===== src/rtl/cpi_pkg.sv =====
// Shared types, constants and helpers for the complex power integrator.
package cpi_pkg;

  // Default depth of the accumulator memory (channels)
  localparam int unsigned MAX_CHANNELS_DEF = 1024;

  // Field widths fixed by the interface
  localparam int unsigned SAMPLE_W   = 8;
  localparam int unsigned NIBBLE_W   = 4;
  localparam int unsigned POWER_W    = 8;   // re^2 + im^2 fits in 0..128
  localparam int unsigned SQUARE_W   = 7;   // one square fits in 0..64
  localparam int unsigned SUM_W      = 24;
  localparam int unsigned INDEX_W    = 10;
  localparam int unsigned CH_CFG_W   = 11;
  localparam int unsigned FR_CFG_W   = 17;
  localparam int unsigned FR_POS_W   = 16;
  localparam int unsigned CFG_IDX_W  = 2;
  localparam int unsigned CFG_DATA_W = 17;
  localparam int unsigned OUT_TDATA_W = 40; // 10 + 24 bits, padded to bytes

  // Frame count limits
  localparam logic [FR_CFG_W-1:0] MAX_FRAMES = 17'd65536;

  // Register indexes
  localparam logic [CFG_IDX_W-1:0] REG_CHANNEL_COUNT       = 2'd0;
  localparam logic [CFG_IDX_W-1:0] REG_FRAMES_TO_INTEGRATE = 2'd1;

  // Register reset values
  localparam logic [CH_CFG_W-1:0] CHANNEL_COUNT_RST = 11'd1024;
  localparam logic [FR_CFG_W-1:0] FRAMES_RST        = 17'd1;

  // Result queue depth and pointer width
  localparam int unsigned OUT_DEPTH = 3;
  localparam int unsigned OUT_PTR_W = 2;
  localparam int unsigned OUT_CNT_W = 2;

  // Per-item control flags passed from the sequencer to the accumulate stage
  typedef struct packed {
    logic first_frame;  // overwrite the accumulator
    logic emit;         // last frame: deliver the total
    logic last_channel; // final channel of the integration output
  } item_flags_t;

  // One result held in the output queue
  typedef struct packed {
    logic                last_channel;
    logic [SUM_W-1:0]    power_sum;
    logic [INDEX_W-1:0]  channel_index;
  } result_t;

  // Square of an offset-8 nibble: flipping the top bit gives two's complement
  function automatic logic [SQUARE_W-1:0] nibble_square(input logic [NIBBLE_W-1:0] nib);
    logic signed [NIBBLE_W-1:0] v;
    logic signed [2*NIBBLE_W-1:0] sq;
    v  = signed'(nib ^ 4'b1000);
    sq = v * v;
    return sq[SQUARE_W-1:0];
  endfunction

endpackage


===== src/rtl/cpi_sequencer.sv =====
// Configuration registers and channel/frame position tracking.
module cpi_sequencer #(
  parameter int unsigned MAX_CHANNELS = cpi_pkg::MAX_CHANNELS_DEF
) (
  input  logic                                clk,
  input  logic                                rst_n,
  input  logic                                cfg_we,
  input  logic [cpi_pkg::CFG_IDX_W-1:0]       cfg_index,
  input  logic [cpi_pkg::CFG_DATA_W-1:0]      cfg_data,
  input  logic                                in_accept,
  input  logic [cpi_pkg::SAMPLE_W-1:0]        sample,
  output logic [$clog2(MAX_CHANNELS)-1:0]     item_ch,
  output logic [cpi_pkg::POWER_W-1:0]         item_power,
  output cpi_pkg::item_flags_t                item_flags
);

  localparam int unsigned CH_W  = $clog2(MAX_CHANNELS);
  localparam int unsigned CNT_W = CH_W + 1;

  logic [cpi_pkg::CH_CFG_W-1:0] channel_count_r;
  logic [cpi_pkg::FR_CFG_W-1:0] frames_r;
  logic [CH_W-1:0]              ch_pos_r,  ch_pos_nxt;
  logic [cpi_pkg::FR_POS_W-1:0] fr_pos_r,  fr_pos_nxt;

  logic [CNT_W-1:0]             n_eff;
  logic [cpi_pkg::FR_CFG_W-1:0] f_eff;
  logic [CNT_W-1:0]             ch_inc;
  logic [cpi_pkg::FR_CFG_W-1:0] fr_inc;
  logic                         wrap;
  logic                         cfg_hit;

  // Clamp the configured counts into their working ranges
  always_comb begin
    if (channel_count_r == '0) begin
      n_eff = CNT_W'(1);
    end else if (32'(channel_count_r) > 32'(MAX_CHANNELS)) begin
      n_eff = CNT_W'(MAX_CHANNELS);
    end else begin
      n_eff = CNT_W'(channel_count_r);
    end

    if (frames_r == '0) begin
      f_eff = cpi_pkg::FR_CFG_W'(1);
    end else if (frames_r > cpi_pkg::MAX_FRAMES) begin
      f_eff = cpi_pkg::MAX_FRAMES;
    end else begin
      f_eff = frames_r;
    end
  end

  always_comb begin
    ch_inc = {1'b0, ch_pos_r} + CNT_W'(1);
    fr_inc = {1'b0, fr_pos_r} + cpi_pkg::FR_CFG_W'(1);
    wrap   = (ch_inc >= n_eff);

    item_ch                 = ch_pos_r;
    item_power              = cpi_pkg::POWER_W'(cpi_pkg::nibble_square(sample[7:4]))
                            + cpi_pkg::POWER_W'(cpi_pkg::nibble_square(sample[3:0]));
    item_flags.first_frame  = (fr_pos_r == '0);
    item_flags.emit         = (fr_inc >= f_eff);
    item_flags.last_channel = (ch_inc == n_eff);

    ch_pos_nxt = ch_pos_r;
    fr_pos_nxt = fr_pos_r;
    if (in_accept) begin
      if (wrap) begin
        ch_pos_nxt = '0;
        fr_pos_nxt = (fr_inc >= f_eff) ? '0 : fr_inc[cpi_pkg::FR_POS_W-1:0];
      end else begin
        ch_pos_nxt = ch_inc[CH_W-1:0];
      end
    end

    cfg_hit = cfg_we && ((cfg_index == cpi_pkg::REG_CHANNEL_COUNT) ||
                         (cfg_index == cpi_pkg::REG_FRAMES_TO_INTEGRATE));
  end

  always_ff @(posedge clk) begin
    if (!rst_n) begin
      channel_count_r <= cpi_pkg::CHANNEL_COUNT_RST;
      frames_r        <= cpi_pkg::FRAMES_RST;
      ch_pos_r        <= '0;
      fr_pos_r        <= '0;
    end else begin
      if (cfg_we && (cfg_index == cpi_pkg::REG_CHANNEL_COUNT)) begin
        channel_count_r <= cfg_data[cpi_pkg::CH_CFG_W-1:0];
      end
      if (cfg_we && (cfg_index == cpi_pkg::REG_FRAMES_TO_INTEGRATE)) begin
        frames_r <= cfg_data[cpi_pkg::FR_CFG_W-1:0];
      end
      // Restart the integration on any register write
      if (cfg_hit) begin
        ch_pos_r <= '0;
        fr_pos_r <= '0;
      end else begin
        ch_pos_r <= ch_pos_nxt;
        fr_pos_r <= fr_pos_nxt;
      end
    end
  end

endmodule


===== config.mk =====
export PLATFORM = sky130hd
export DESIGN_NAME = cpi_sequencer
export DESIGN_NICKNAME = d
export VERILOG_FILES = /design/src/rtl/cpi_pkg.sv /design/src/rtl/cpi_sequencer.sv
export SDC_FILE = /design/constraint.sdc
export NUM_CORES = 1
export LEC_CHECK = 0
export BUFFER_PORTS_ARGS = -buffer_cell sky130_fd_sc_hd__buf_4
export CAP_MARGIN = 10
export CORE_MARGIN = 1
export CORE_UTILIZATION = 30
export CTS_CLUSTER_DIAMETER = 40
export DETAILED_ROUTE_END_ITERATION = 16
export PLACE_DENSITY = 0.43
export SYNTH_ARGS = -nofsm -noshare
export SYNTH_HDL_FRONTEND = slang
export SYNTH_SLANG_ARGS = --single-unit

===== constraint.sdc =====
create_clock -name clk -period 10.6 [get_ports clk]
set_clock_uncertainty 0.1 [all_clocks]
set_input_delay 1.06 -clock clk [delete_from_list [all_inputs] [get_ports clk]]
set_output_delay 1.06 -clock clk [all_outputs]
set_load 0.005 [all_outputs]

Word-level counts from Yosys, hierarchy flattened
Cells that the tools add are included.
- multiply operators: 2
- multiplexer cells: 6
- add/sub/neg operators: 3
- eq/ne operators: 2
- bitwise logic cells: 3
- reduce and logical (&&, ||, !) cells: 10
- order comparisons: 4
- operator list (operator ; count):
    $mux 17 ; 2
    $mux 11 ; 2
    $add 16x1->17 const B ; 1
    $ge 17x17->1 ; 1
    $gt 17x17->1 const B ; 1
    $logic_not 17->1 ; 1
    $logic_not 16->1 ; 1
    $mux 16 ; 1
    $mul 4x4->7 ; 2
    $add 10x1->11 const B ; 1
    $eq 11x11->1 ; 1
    $ge 11x11->1 ; 1
    $gt 11x11->1 const B ; 1
    $logic_not 11->1 ; 1
    $mux 10 ; 1
    $add 7x7->8 ; 1
    $logic_and 1x1->1 ; 3
    $not 1->1 ; 3
    $eq 2x1->1 const B ; 1
    $logic_not 2->1 ; 1
    $reduce_and 2->1 ; 1
    $reduce_or 2->1 ; 1
    $logic_or 1x1->1 ; 1
- word-level logic and storage cells: 34
- register bits after elaboration: 54
- input port bits: 31
- output and inout port bits: 21

Longest topological paths before layout
- depth in word-level cells: 5
- gate-level depth with buffers: 15
- depth with buffers taken out: 14

Worst setup path after synthesis
OpenSTA, ideal clock, no wires.
- kind: input port to output port
- start point: in sample[1] (netlist bit)
- end point: out item_power[7] (netlist bit)
- data required time: 9.440 ns
- setup slack: 5.438 ns
- arrival time: 4.002 ns
- cell stages on the path: 13
- path through: or2_2 -> fa_1 -> inv_1 -> fa_1 -> ha_1 -> inv_1 -> fa_1 -> inv_1 -> ha_1 -> a21oi_1 -> nor2b_1 -> o21ai_0 -> nand2b_1
- cells in the longest elaborated chain, start to end: 2
- ends and longest elaborated chain (element ; line ; source):
    start: declaration ; cpi_sequencer.sv:11 ; input logic [cpi_pkg::SAMPLE_W-1:0] sample,
    $mul 4x4->7 ; cpi_pkg.sv:56 ; sq = v * v;
    $add 7x7->8 ; cpi_sequencer.sv:58 ; + cpi_pkg::POWER_W'(cpi_pkg::nibble_square(sample[3:0]));
    end: declaration ; cpi_sequencer.sv:13 ; output logic [cpi_pkg::POWER_W-1:0] item_power,
Every way passes these cells.

Final worst setup path
Same ends and word-level chain as after synthesis.

==> results.tsv <==
stage	metric	value	unit
placed_design	gp weighted congestion	0.719	
floorplan	core area	0.0139	mm2
clocking	Longest Clk Path Bufs	2	
clocking	cts hold-fix bufs	0	
layout	layout cells sized above 1	0.144	
routing	DR iter-0 viols	78	
run_status	status	complete, no violations	
global_routing	initial antenna violation count	0	
layout	# fillers	1475	
setup_path	Crit Path Max Fanout	6	
timing	RSZ-0062 raised after global routing	false	
logic_synthesis	Unique masters post-synth	54	
clocking	# Post-CTS Setup Buffers	0	
power	P_leak	2.11	nW
clocking	CTS Sinks	54	
global_routing	vias in the first global route	3366	
global_routing	Tot GR Track Use	0.142	
logic_synthesis	synthesized cell area	0.00427	mm2
min_path	Worst Hold Class	register to register	
routing	DR WL/cell	13.5	um
clocking	CTS tree	yes	
power	Power Density	118	mW/mm2
timing	Final min period	5.53	ns
timing	post-route clock period utilization	0.522	
logic_synthesis	top post-synthesis cells by area	dfxtp_1 25%, ha_1 14%, nand2_1 7.4%	
layout	commonest non-fill, non-tap cell in the layout	nand2_1	
logic_synthesis	Synth Area per Inst	8.50	um2
timing	Slew @ Worst Pin	1.16	ns
logic_synthesis	Synth top area share	0.253	
logic_synthesis	Synth Flop Type	dfxtp_1	
placed_design	Buffers on Ports	51	
clocking	post-CTS resize count	0	
routing	Total Wirelength	9740	um
logic_synthesis	synthesized instance count	502	
routing	residual DRC count	0	
floorplan	Die X	121	um
routing	Vias/cell	4.79	
setup_path	Crit path required time	9.44	ns
setup_path	Worst setup SP type	input pin	
layout	commonest cells after routing, fill and taps aside	84 x nand2_1, 54 x dfxtp_1, 51 x buf_4, 47 x ha_1, 37 x inv_1	
timing	Min Hold Slack	0.383	ns
clocking	htree depth	2	
global_routing	largest net degree at the start of global routing	31	
routing	vias	3464	
timing	Final setup viols	0	
timing	Peak Freq	181	MHz
clocking	clk slew on worst S/H paths	0.07	ns
layout	Area Growth Syn to Fin	15.6	%
logic_synthesis	Post-Syn Nets	593	
timing	Hold Vio Cnt, Final	0	
layout	final-stage net count	635	
floorplan	FP Rows	43	
layout	register area	0.00108	mm2
timing	Max Slew Vio Count	0	
clocking	Num CTS Buffers	5	
floorplan	Top-Level Pins	52	
logic_synthesis	Synth area leader	dfxtp_1	
logic_synthesis	EDFF count, synth	0	
setup_path	Crit. End Element	output pin	
layout	ant diodes	0	
global_routing	global-route wire length before repair	16400	um
floorplan	effective utilization at floorplan	0.307	
setup_path	WP data arrival	4.37	ns
logic_synthesis	yosys warns	0	
routing	drt first pass iters	4	
timing	total negative setup slack	0	ns
clocking	Skew-Pair Late Insertion Delay	0.29	ns
power	maximum VDD drop	0.0639	mV
logic_synthesis	register area share after synthesis	0.253	
floorplan	Chip Height	121	um
timing	max_slew headroom	0.221	
placed_design	hpwl dp	7870	um
logic_synthesis	Synth async-reset ratio	0	
floorplan	die area	0.0147	mm2
clocking	Root Buffer	clkbuf_16	
layout	multi-input logic area	0.00296	mm2
global_routing	total congestion overflow	0	
job	Max-Cap Viols	0	
routing	Antenna Nets Post-Route	0	
logic_synthesis	number of synthesized register bits	54	
setup_path	worst setup path class	input pin to output pin	
## per-stage QoR
step	instance area [um2]	setup slack (ns)	util	std cells	total power, W
4_1_cts	4930	5.05	0.355	723	0.000593
3_3_place_gp	4790	5.10	0.345	717	0.000423
3_5_place_dp	4790	5.05	0.345	717	0.000428
6_report	4930	5.07	0.355	723	0.000583
5_1_grt	4930	4.84	0.355	723	0.000625
2_1_floorplan	4270	5.44	-	502	0.000347
## metal layers
| metal | GRT usage | routed length [um] |
|---|---|---|
| met1 | 0.181 | 4740 |
| met2 | 0.248 | 4600 |
| met3 | 0.0193 | 287 |
| met4 | 0.0394 | 111 |
| met5 | 0 | 0 |
## layout make-up
cell class,instances,area share
Clock buffer,6,0.0282
Inverter,37,0.0282
Sequential cell,54,0.219
Timing Repair Buffer,51,0.0776
Multi-Input combinational cell,395,0.601
Tap cell,180,0.0457
## path summary, 6_finish.rpt
path / from / end / slack (ns) / cells after the start
setup / recovery: sample[1] / item_power[7] / 5.07 / 15
hold / removal: frames_r[9]$_SDFFE_PN0P_ / frames_r[9]$_SDFFE_PN0P_ / 0.38 / 2
setup reg to reg: fr_pos_r[1]$_SDFFE_PP0P_ / fr_pos_r[0]$_SDFFE_PP0P_ / 6.81 / 12
hold reg to reg: frames_r[9]$_SDFFE_PN0P_ / frames_r[9]$_SDFFE_PN0P_ / 0.38 / 2
## sequential cells by signal (all words and copies together), names as in the netlist
name             cells
item_ch             10
fr_pos_r            16
frames_r            17
channel_count_r     11
## worst max-delay path, cell delays in order
cell      delay [ns]
buf_4           0.13
or2_2           0.32
fa_1            0.49
inv_1           0.05
fa_1            0.45
ha_1            0.31
inv_1           0.06
fa_1            0.52
inv_1           0.04
ha_1            0.31
a21oi_1         0.21
nor2b_1         0.07
o21ai_0         0.14
nand2b_1        0.07
buf_4           0.13
## cell families after synthesis
family,Yosys count,synth area share
fa+ha+maj,60,0.199
mux,11,0.0261
buf+inv,53,0.0516
xor+xnor,34,0.0698
compound gates,88,0.158
simple gates,202,0.243
flops,54,0.253
## power by group
group / leakage (nW) / switching [W] / internal, W
combinational: 1.60 / 0.0000995 / 0.000108
sequential: 0.437 / 0.00000385 / 0.000207
clock: 0.0688 / 0.0000732 / 0.0000916
total: 2.11 / 0.000177 / 0.000407
## Yosys cell counts, types with 5 or more instances
library cell	count
nor2_1	19
dfxtp_1	54
a21o_1	5
clkbuf_1	9
a22o_1	14
nor2b_1	16
nand2b_1	6
fa_1	13
and2_1	8
a21boi_0	16
nand3_1	24
xnor2_1	28
mux2i_1	10
nand2_1	84
o31ai_1	8
buf_2	5
nor4_1	8
and3_1	6
xor2_1	6
inv_1	37
a21oi_1	13
o21ai_0	7
ha_1	47
Note: power is estimated with default switching activity, not from simulation.
