### src/rtl/cpi_pkg.sv
// Shared types, constants and helpers for the complex power integrator.
package cpi_pkg;

  // Default depth of the accumulator memory (channels)
  localparam int unsigned MAX_CHANNELS_DEF = 1024;

  // Field widths fixed by the interface
  localparam int unsigned SAMPLE_W   = 8;
  localparam int unsigned NIBBLE_W   = 4;
  localparam int unsigned POWER_W    = 8;   // re^2 + im^2 fits in 0..128
  localparam int unsigned SQUARE_W   = 7;   // one square fits in 0..64
  localparam int unsigned SUM_W      = 24;
  localparam int unsigned INDEX_W    = 10;
  localparam int unsigned CH_CFG_W   = 11;
  localparam int unsigned FR_CFG_W   = 17;
  localparam int unsigned FR_POS_W   = 16;
  localparam int unsigned CFG_IDX_W  = 2;
  localparam int unsigned CFG_DATA_W = 17;
  localparam int unsigned OUT_TDATA_W = 40; // 10 + 24 bits, padded to bytes

  // Frame count limits
  localparam logic [FR_CFG_W-1:0] MAX_FRAMES = 17'd65536;

  // Register indexes
  localparam logic [CFG_IDX_W-1:0] REG_CHANNEL_COUNT       = 2'd0;
  localparam logic [CFG_IDX_W-1:0] REG_FRAMES_TO_INTEGRATE = 2'd1;

  // Register reset values
  localparam logic [CH_CFG_W-1:0] CHANNEL_COUNT_RST = 11'd1024;
  localparam logic [FR_CFG_W-1:0] FRAMES_RST        = 17'd1;

  // Result queue depth and pointer width
  localparam int unsigned OUT_DEPTH = 3;
  localparam int unsigned OUT_PTR_W = 2;
  localparam int unsigned OUT_CNT_W = 2;

  // Per-item control flags passed from the sequencer to the accumulate stage
  typedef struct packed {
    logic first_frame;  // overwrite the accumulator
    logic emit;         // last frame: deliver the total
    logic last_channel; // final channel of the integration output
  } item_flags_t;

  // One result held in the output queue
  typedef struct packed {
    logic                last_channel;
    logic [SUM_W-1:0]    power_sum;
    logic [INDEX_W-1:0]  channel_index;
  } result_t;

  // Square of an offset-8 nibble: flipping the top bit gives two's complement
  function automatic logic [SQUARE_W-1:0] nibble_square(input logic [NIBBLE_W-1:0] nib);
    logic signed [NIBBLE_W-1:0] v;
    logic signed [2*NIBBLE_W-1:0] sq;
    v  = signed'(nib ^ 4'b1000);
    sq = v * v;
    return sq[SQUARE_W-1:0];
  endfunction

endpackage

### src/rtl/cpi_out_fifo.sv
// Three-entry result queue between the accumulate stage and the output channel.
module cpi_out_fifo (
  input  logic                          clk,
  input  logic                          rst_n,
  input  logic                          push,
  input  cpi_pkg::result_t              push_data,
  input  logic                          pop,
  output logic                          not_empty,
  output cpi_pkg::result_t              head,
  output logic [cpi_pkg::OUT_CNT_W-1:0] count
);

  cpi_pkg::result_t                 entries_r [cpi_pkg::OUT_DEPTH];
  logic [cpi_pkg::OUT_PTR_W-1:0]    wr_ptr_r, wr_ptr_nxt;
  logic [cpi_pkg::OUT_PTR_W-1:0]    rd_ptr_r, rd_ptr_nxt;
  logic [cpi_pkg::OUT_CNT_W-1:0]    count_r,  count_nxt;
  logic                             do_pop;

  localparam logic [cpi_pkg::OUT_PTR_W-1:0] LAST_PTR =
    cpi_pkg::OUT_PTR_W'(cpi_pkg::OUT_DEPTH - 1);

  always_comb begin
    do_pop     = pop && (count_r != '0);
    wr_ptr_nxt = push   ? ((wr_ptr_r == LAST_PTR) ? '0 : wr_ptr_r + 1'b1) : wr_ptr_r;
    rd_ptr_nxt = do_pop ? ((rd_ptr_r == LAST_PTR) ? '0 : rd_ptr_r + 1'b1) : rd_ptr_r;
    count_nxt  = count_r + cpi_pkg::OUT_CNT_W'(push) - cpi_pkg::OUT_CNT_W'(do_pop);
  end

  always_ff @(posedge clk) begin
    if (!rst_n) begin
      wr_ptr_r <= '0;
      rd_ptr_r <= '0;
      count_r  <= '0;
    end else begin
      wr_ptr_r <= wr_ptr_nxt;
      rd_ptr_r <= rd_ptr_nxt;
      count_r  <= count_nxt;
    end
  end

  always_ff @(posedge clk) begin
    if (push) begin
      entries_r[wr_ptr_r] <= push_data;
    end
  end

  assign not_empty = (count_r != '0);
  assign head      = entries_r[rd_ptr_r];
  assign count     = count_r;

endmodule

### config.mk
export PLATFORM = sky130hd
export DESIGN_NAME = cpi_out_fifo
export DESIGN_NICKNAME = d
export VERILOG_FILES = /design/src/rtl/cpi_pkg.sv /design/src/rtl/cpi_out_fifo.sv
export SDC_FILE = /design/constraint.sdc
export NUM_CORES = 1
export LEC_CHECK = 0
export ABC_AREA = 1
export BUFFER_PORTS_ARGS = -buffer_cell sky130_fd_sc_hd__buf_2
export CORE_AREA = 4 4 94 96
export CTS_CLUSTER_DIAMETER = 80
export DETAILED_ROUTE_END_ITERATION = 7
export DIE_AREA = 0 0 98 100
export PLACE_DENSITY_LB_ADDON = 0.2
export RECOVER_POWER = 25
export SLEW_MARGIN = 10
export SYNTH_ARGS = -nofsm -noshare
export SYNTH_HDL_FRONTEND = slang
export SYNTH_SLANG_ARGS = --single-unit
### constraint.sdc
create_clock -name clk -period 7.41 [get_ports clk]
set_input_delay 0.3705 -clock clk [delete_from_list [all_inputs] [get_ports clk]]
set_output_delay 0.3705 -clock clk [all_outputs]
set_load 0.005 [all_outputs]
Word-level counts from Yosys, hierarchy flattened:

Memories as Yosys holds them, arrays and structs flattened. A register that Yosys moved wholly into a read port is not among the register bits.
Index checks and enable logic that the tools add are counted.

* logic and storage cells: 18
* bits in registers: 6
* bits in writable memories: 105
* memories: 1
* latch bits: 0
* bits of input ports: 39
* bits in read-only memories: 0
* output and inout bits: 38

* reduce and logical (&&, ||, !) cells: 2
* shifts and indexed selects: 0
* mux-type cells: 6
* bitwise logic cells: 0
* add/sub/neg operators: 4
* $lt $le $gt $ge: 0
* equality and inequality tests: 2
* multipliers: 0
* divide/modulo/power cells: 0

Memories
* entries_r: words 3, width 35, rd ports 1, clocked after memory_dff 1, write ports 1, line cpi_out_fifo.sv:13 `cpi_pkg::result_t entries_r [cpi_pkg::OUT_DEPTH];`

Operators by type and width (number)
* two-way mux 2 bit: 4
* adder 2 x 1 -> 2 bit, second input constant: 2
* equality test 2 bit, second input constant: 2
* adder 2 x 1 -> 2 bit: 1
* two-way mux 1 bit: 2
* nonzero test 2 bit: 1
* subtractor 2 x 1 -> 2 bit: 1
* logical AND 1 bit: 1

Depth between registers and ports, before layout:

Gate-level depths: netlist (run 1).

* depth in word-level cells: 4
* mapped depth: 7
* gate-level depth less buffers: 7

Worst setup path before layout (run 1):

OpenSTA, ideal clock, no wires.

* kind: input-to-reg
* from: input port push
* to: memory entries_r[2][0] in the netlist's numbering (enable)
* setup slack: 4120 ps
* library setup time: 471 ps
* stages: 2
* arrival time: 2819 ps
* buffers on the path: 0
* cells stage by stage: inv_1 -> nor3_1

* longest elaborated chain between the ends: 2

RTL lines
* start, declared: line cpi_out_fifo.sv:5 `input logic push,`
* two-way mux 1 bit: line cpi_out_fifo.sv:42 `if (push) begin`
* two-way mux 1 bit (implied by the code): line cpi_out_fifo.sv:43 `entries_r[wr_ptr_r] <= push_data;`
* end, declared: line cpi_out_fifo.sv:13

No other way between the ends.

==> results of run 1 <==
==> through the flow <==
step | setup WS (ns) | cells | util (%) | instance area (µm²)
5_1_grt | 4.87 | 511 | 65.4 | 5260
2_1_floorplan | 4.12 | 309 | - | 4300
6_report | 5.03 | 511 | 65.4 | 5260
3_3_place_gp | 5.54 | 479 | 58.3 | 4690
4_1_cts | 4.96 | 511 | 65.7 | 5290
3_5_place_dp | 5.53 | 479 | 58.3 | 4690
==> routing by layer <==
| metal | vias up | wire (µm) | global-route usage (%) |
|---|---|---|---|
| met4 | 0 | 204 | 10.0 |
| met3 | 18 | 410 | 5.28 |
| met5 | - | 0 | 0 |
| li1 | 1281 | - | - |
| met2 | 82 | 4250 | 29.4 |
| met1 | 1261 | 3380 | 20.8 |
==> critical path: cells and delay by family (launching register included) <==
| family | cells | cell delay (ns) |
|---|---|---|
| AO/OA/AOI/OAI | 1 | 0.07 |
| flip-flops | 1 | 0.85 |
| buffers and inverters | 2 | 0.40 |
| AND/OR/NAND/NOR | 1 | 0.17 |
==> final cells by class <==
class                           instances  area, µm²  share of cell area, %
Inverter                               12       57.6                   1.09
Clock inverter                         15        184                   3.49
Sequential cell                       113       3320                   63.0
Clock buffer                           17        414                   7.87
Tap cell                              105        131                   2.50
Timing Repair Buffer                   79        374                   7.11
Multi-Input combinational cell        170        786                   14.9
==> power groups by stage <==
stage | clock [µW] | combinational, µW | sequential, µW
after CTS | 811 | 137 | 749
final | 798 | 131 | 748
after global placement | 0 | 133 | 760
after global routing | 841 | 150 | 752
after floorplan | 0 | 89.4 | 749
after detailed placement | 0 | 136 | 761
==> cell families (layout without fill, tap and decap cells) <==
| group | count (synthesis) | count (layout) |
|---|---|---|
| buffers and inverters | 26 | 123 |
| adders and majority gates | 1 | 1 |
| DFF | 113 | 113 |
| AOI/OAI and AO/OA | 75 | 75 |
| and+or+nand+nor | 94 | 94 |
==> flip-flops by register name, indices dropped and copies added (netlist names), named ones only <==
| signal | count |
|---|---|
| entries_r | 105 |
| rd_ptr_r | 2 |
| wr_ptr_r | 2 |
| count | 2 |
==> how the worst max path moves through the flow <==
stage | from | end | slack (ns) | cells after the start
floorplan | push | entries_r[2][0] | 4.12 | 2
global placement | flop | head[33] | 5.54 | 4
detailed placement | flop | head[3] | 5.53 | 4
CTS | flop | head[17] | 4.96 | 4
global route | flop | head[19] | 4.87 | 4
finish | flop | head[31] | 5.03 | 4
==> cell usage in the layout, fill, tap and decap left out <==
cell          n
a21oi_1      65
a21oi_2       8
buf_2        53
buf_4         3
bufinv_16     3
clkbuf_1     23
clkbuf_16    16
clkbuf_8      1
clkinv_1      2
clkinv_2      1
clkinv_4      3
clkinvlp_4    6
dfxtp_1       6
dfxtp_2       2
edfxtp_1    105
ha_1          1
inv_1         8
inv_6         3
inv_8         1
nand2_1      45
nand3_1       5
nor2_1       43
nor3_2        1
o21a_1        1
o21ai_0       1
==> results by group, run 1 <==
CTS
  • H-tree Lvls: 4
  • Longest Clk Path Bufs: 2
  • Clk sink count: 113
  • CTS clk-pin slew, worst paths: 0.06 ns
  • TritonCTS Buffers: 17
  • Cts hold-fix bufs: 0
  • Setup bufs post-CTS: 0
  • Root Driver: clkbuf_8
  • CTS tree: done
  • Resized Gates After CTS: 0
  • Worst skew pair latency: approximately 0.5 ns

Power
  • Pwr Total: 1680 µW
  • Combinational power share: 7.8%
  • Clk pwr share: 47.6%
  • Sw frac: 22.7%
  • Net Switching: 381 µW
  • VDD IR max: ~0.00023 V
  • Flop pwr share: 44.6%
  • Int Pwr: 1300 µW
  • Leakage power: 0.00196 µW
  • Pwr dens: 319 nW/µm²

Placement
  • # port buffers: 76
  • Routability Congestion: 0.731
  • Final HPWL DP: ~4700 µm

Synth
  • Synthesized cell area: between 4000 and 5000 µm²
  • Most frequent cells after synthesis: 105 x edfxtp_1, 65 x a21oi_1, 45 x nand2_1, 43 x nor2_1, 10 x inv_1
  • Synth Area per Inst: 13.9 µm²
  • Synthesized Nets: 349
  • Post-synth ARST share: 0%
  • Unique masters post-synth: 18
  • Synth Area in XOR/XNOR: 0%
  • Seq cells post-synth: between 100 and 150
  • Synth area leader: edfxtp_1
  • Post-synthesis compound-gate area fraction: 9.49%
  • Ys Warns: 0
  • Register area share after synthesis: 77.0%
  • Largest family of logic cells by synthesized area: compound AO/OA/AOI/OAI gates
  • Simple-Gate Fraction of Synth Area: 8.38%
  • Yosys top cell area share: 73.3%
  • Syn Inst Count: 309
  • Adder-cell share of the synthesized area: less than 1%
  • Most used DFF post-synth: edfxtp_1
  • Multiplexer share of the synthesized area: 0%
  • Post-synth EDFFs: 105
  • Count leader, synth: edfxtp_1
  • Synth top area cells: edfxtp_1 73%, a21oi_1 7.6%, nand2_1 3.9%

Routing
  • Initial DRT Pass Iterations: 4
  • Via count: 2642
  • WL per Instance: 16.1 µm
  • DR DRC count: 0
  • Drt total wl: 8250 µm
  • Detail-routed via count per cell: 5.17
  • ANT nets after route: 0
  • 1st-iter DRT viols: 151

Worst setup path
  • Reg2reg start: wr_ptr_r[1]
  • Crit end category: output pin
  • Critical Path RT: 7.04 ns
  • Critical path's largest stage delay: 0.85 ns
  • R2r setup slk: roughly 6 ns
  • Critical path data arrival time: ~2.0 ns
  • R2R depth: 3
  • CP max FO: 36
  • Max stage delay cell, worst path: dfxtp_2
  • Startpoint Class: flop
  • Cells along the critical path: inv_6 -> nor2_1 -> a21oi_1 -> buf_2
  • RR Endpoint: entries_r[2][12]
  • Worst Path Class, Setup: reg2out

Final layout
  • Layout cells sized above 1: 24.9%
  • Layout Area Growth over Synthesis: 22.4%
  • Final #Nets: approximately 430
  • Fill cells: 620
  • N_diodes: 0

STA
  • Setup tns final: 0 ns
  • Clock Skews: around 0.0075 ns
  • Hold slack: 0.0717 ns
  • Clock period minus worst slack: 2.38 ns
  • Relative slew slack: 44.8%
  • Fin. Hold Viols: 0
  • Setup violations, final: 0
  • Worst Tran Pin Value: 0.829 ns
  • Final Max Tran Viols: 0
  • Fmax: 421 MHz
  • Unrepaired setup endpoints after global routing: no
  • Final period util: ~32%

Die
  • Die ar.: a little under 10000 µm²
  • Core area: 8050 µm²
  • Die Span Y: approximately 100 µm
  • Initial core utilization: approximately 53%
  • FP Rows: 33
  • Die Width: 98 µm
  • I/O Pins: 77

GRT
  • Vias in the first global route: approximately 2700
  • Initial antenna violation count: 0
  • Gr ovfl total: 0
  • Total Routing Usage GR: ~18%
  • Largest net degree at the start of global routing: 37
  • First-pass GRT wire length: between 10000 and 15000 µm

Run
  • Max-capacitance violation count: 0

Worst hold path
  • Worst min path class: in2reg
  • Hold depth: 1
  • Worst Hold Launch: push_data[23]
  • Hold EP: entries_r[0][23]

Run status
  • Outcome: finished, final reports clean
Note: power is estimated with default switching activity, not from simulation.
==> run 2: changes to the inputs <==
ABC_AREA = 0   (was 1)
CORE_AREA = 4 4 99 101   (was 4 4 94 96)
DIE_AREA = 0 0 103 105   (was 0 0 98 100)
clock period = 2.18 ns   (was 7.41 ns; I/O delays follow)
==> run 2 against run 1 <==
Effect of this change: total power grew to 3.3 times the previous value; combinational power rose to 3.1 times the previous value; synthesized cell count is 16% lower; flip-flop and latch count unchanged; critical endpoint is now head[24]; highest routed layer unchanged.
==> results by group, run 2 <==
Synth
  • Synth Area in XOR/XNOR: 0%
  • Post-synthesis compound-gate area fraction: between 5 and 6%
  • Synthesized cell area: approximately 4300 µm²
  • Unique masters post-synth: 22
  • Synthesized Nets: 300
  • Simple-Gate Fraction of Synth Area: 5.11%
  • Largest family of logic cells by synthesized area: multiplexers
  • Syn Inst Count: 260
  • Post-synth EDFFs: 105
  • Seq cells post-synth: 113
  • Post-synth ARST share: 0%
  • Synth area leader: edfxtp_1
  • Most frequent cells after synthesis: 105 x edfxtp_1, 40 x nand2_1, 37 x mux2i_1, 28 x o21ai_1, 10 x o21ai_0
  • Synth Area per Inst: 16.4 µm²
  • Count leader, synth: edfxtp_1
  • Synth top area cells: edfxtp_1 74%, mux2i_1 8.7%, dfxtp_1 3.8%
  • Ys Warns: 0
  • Register area share after synthesis: 77.8%
  • Yosys top cell area share: 74.0%
  • Multiplexer share of the synthesized area: 8.70%
  • Most used DFF post-synth: edfxtp_1
  • Adder-cell share of the synthesized area: 0.294%

Final layout
  • Fill cells: 685
  • Most common cell after layout, fill and taps aside: edfxtp_1
  • Layout cells sized above 1: 23.8%
  • Final #Nets: between 400 and 500
  • Most frequent cells in the layout: 105 x edfxtp_1, 52 x buf_2, 40 x nand2_1
  • Layout Area Growth over Synthesis: 34.6%
  • Largest register FFs: 105
  • N_diodes: 0
  • Largest Register: entries_r
  • Final Non-Filler Cells: about 510

Routing
  • Drt total wl: roughly 7500 µm
  • Detail-routed via count per cell: 4.80
  • WL per Instance: about 15 µm
  • ANT nets after route: 0
  • Via count: approximately 2500
  • Initial DRT Pass Iterations: 4
  • DR DRC count: 0
  • 1st-iter DRT viols: 104

Worst setup path
  • Worst Path Class, Setup: reg2out
  • R2R depth: 4
  • Critical path data arrival time: 1.85 ns
  • Startpoint Class: flop
  • Crit end category: output pin
  • Critical Path RT: 2.07 ns
  • CP max FO: 25

Power
  • VDD IR max: 0.000609 V
  • Leakage power: 0.00201 µW
  • Pwr dens: 979 nW/µm²
  • Pwr Total: 5610 µW

STA
  • Fin. Hold Viols: 0
  • Clock Skews: about 0.006 ns
  • Final Max Tran Viols: 0
  • Unrepaired setup endpoints after global routing: no
  • Worst Tran Pin Value: 0.385 ns
  • Relative slew slack: 74.2%
  • Fmax: 511 MHz
  • Clock period minus worst slack: between 1.5 and 2 ns
  • Setup violations, final: 0
  • Final period util: approximately 90%

CTS
  • CTS tree: done
  • Resized Gates After CTS: 0
  • Worst skew pair latency: approximately 0.50 ns
  • Longest Clk Path Bufs: 2
  • Setup bufs post-CTS: 0
  • H-tree Lvls: 4
  • CTS clk-pin slew, worst paths: 0.05 ns
  • Clk sink count: about 110
  • Root Driver: clkbuf_8
  • TritonCTS Buffers: 17

Placement
  • Routability Congestion: 0.711
  • Placed insts: 441
  • Final HPWL DP: ~4600 µm
  • # port buffers: 76

Die
  • Die Width: 103 µm
  • Die Span Y: ~110 µm
  • I/O Pins: 77
  • Core area: 9020 µm²
  • Die ar.: 10800 µm²
  • FP Rows: 35
  • Initial core utilization: between 40% and 50%

GRT
  • Total Routing Usage GR: 14.9%
  • Initial antenna violation count: 0
  • Vias in the first global route: 2434
  • First-pass GRT wire length: around 12000 µm
  • Gr ovfl total: 0
  • Largest net degree at the start of global routing: 30

Worst hold path
  • Worst min path class: in2reg
  • Hold depth: 2

Run status
  • Outcome: finished, final reports clean

Run
  • Max-capacitance violation count: 0
==> run 2: worst max-delay path, cell delays in order (launching register included) <==
cell and delay (ns):
dfxtp_2 0.55, buf_12 0.27, mux2i_1 0.10, o21ai_0 0.24
buf_2 0.17
==> run 2: metal layers <==
layer / vias up / track usage, % / part of all wire (%) / routed length [µm]
li1: 1237 / - / - / -
met1: 1141 / 19.4 / 45 / 3330
met2: 62 / 22.8 / 48 / 3620
met3: 12 / 3.94 / 4.9 / 367
met4: 0 / 7.22 / 2.0 / 150
met5: - / 0 / 0 / 0
==> run 2: logic make-up (layout without fill, tap and decap cells) <==
family | Yosys count | count (layout)
buffers and inverters | 14 | 154
AND/OR/NAND/NOR | 52 | 52
flip-flops | 113 | 113
adder cells (fa/ha/maj) | 1 | 1
AO/OA/AOI/OAI | 43 | 43
multiplexers | 37 | 37
==> run 2: per-stage QoR <==
step           instance area [µm²]  TNS (ns)  setup WS, ns  utilization (%)  hold WS [ns]
3_3_place_gp                  4790         0         0.734             53.1         0.312
5_1_grt                       5730         0         0.116             63.6         0.367
4_1_cts                       5760         0         0.195             63.9         0.326
2_1_floorplan                 4270     -1.34       -0.0383                -         0.208
3_5_place_dp                  4790         0         0.702             53.1         0.314
6_report                      5730         0         0.223             63.6         0.348
==> run 2: final timing paths <==
| path | start | to | slack [ns] |
|---|---|---|---|
| setup / recovery | flop | head[24] | 0.22 |
| hold / removal | push_data[24] | entries_r[2][24] | 0.35 |
| setup reg to reg | wr_ptr_r[0] | wr_ptr_r[1] | 0.50 |
| hold reg to reg | rd_ptr_r[1] | flop | 0.51 |
==> run 2: final cells by class <==
| class | count | area, µm² | share of cell area (%) |
|---|---|---|---|
| Clock inverter | 14 | 171 | 2.99 |
| Tap cell | 111 | 139 | 2.42 |
| Sequential cell | 113 | 3320 | 57.8 |
| Inverter | 1 | 3.75 | 0.0655 |
| Clock buffer | 17 | 414 | 7.22 |
| Timing Repair Buffer | 122 | 831 | 14.5 |
| Multi-Input combinational cell | 133 | 858 | 15.0 |
==> run 2: power by group <==
| group | switching (µW) | internal [µW] | total, µW |
|---|---|---|---|
| logic | 201 | 205 | 406 |
| registers | 36.2 | 2480 | 2510 |
| clock network | 874 | 1820 | 2690 |
==> run 2: what timing repair did <==
item                                   CTS  global route
hold buffers                            39             0
setup endpoints to repair                0             0
endpoints found under the hold margin  113             0
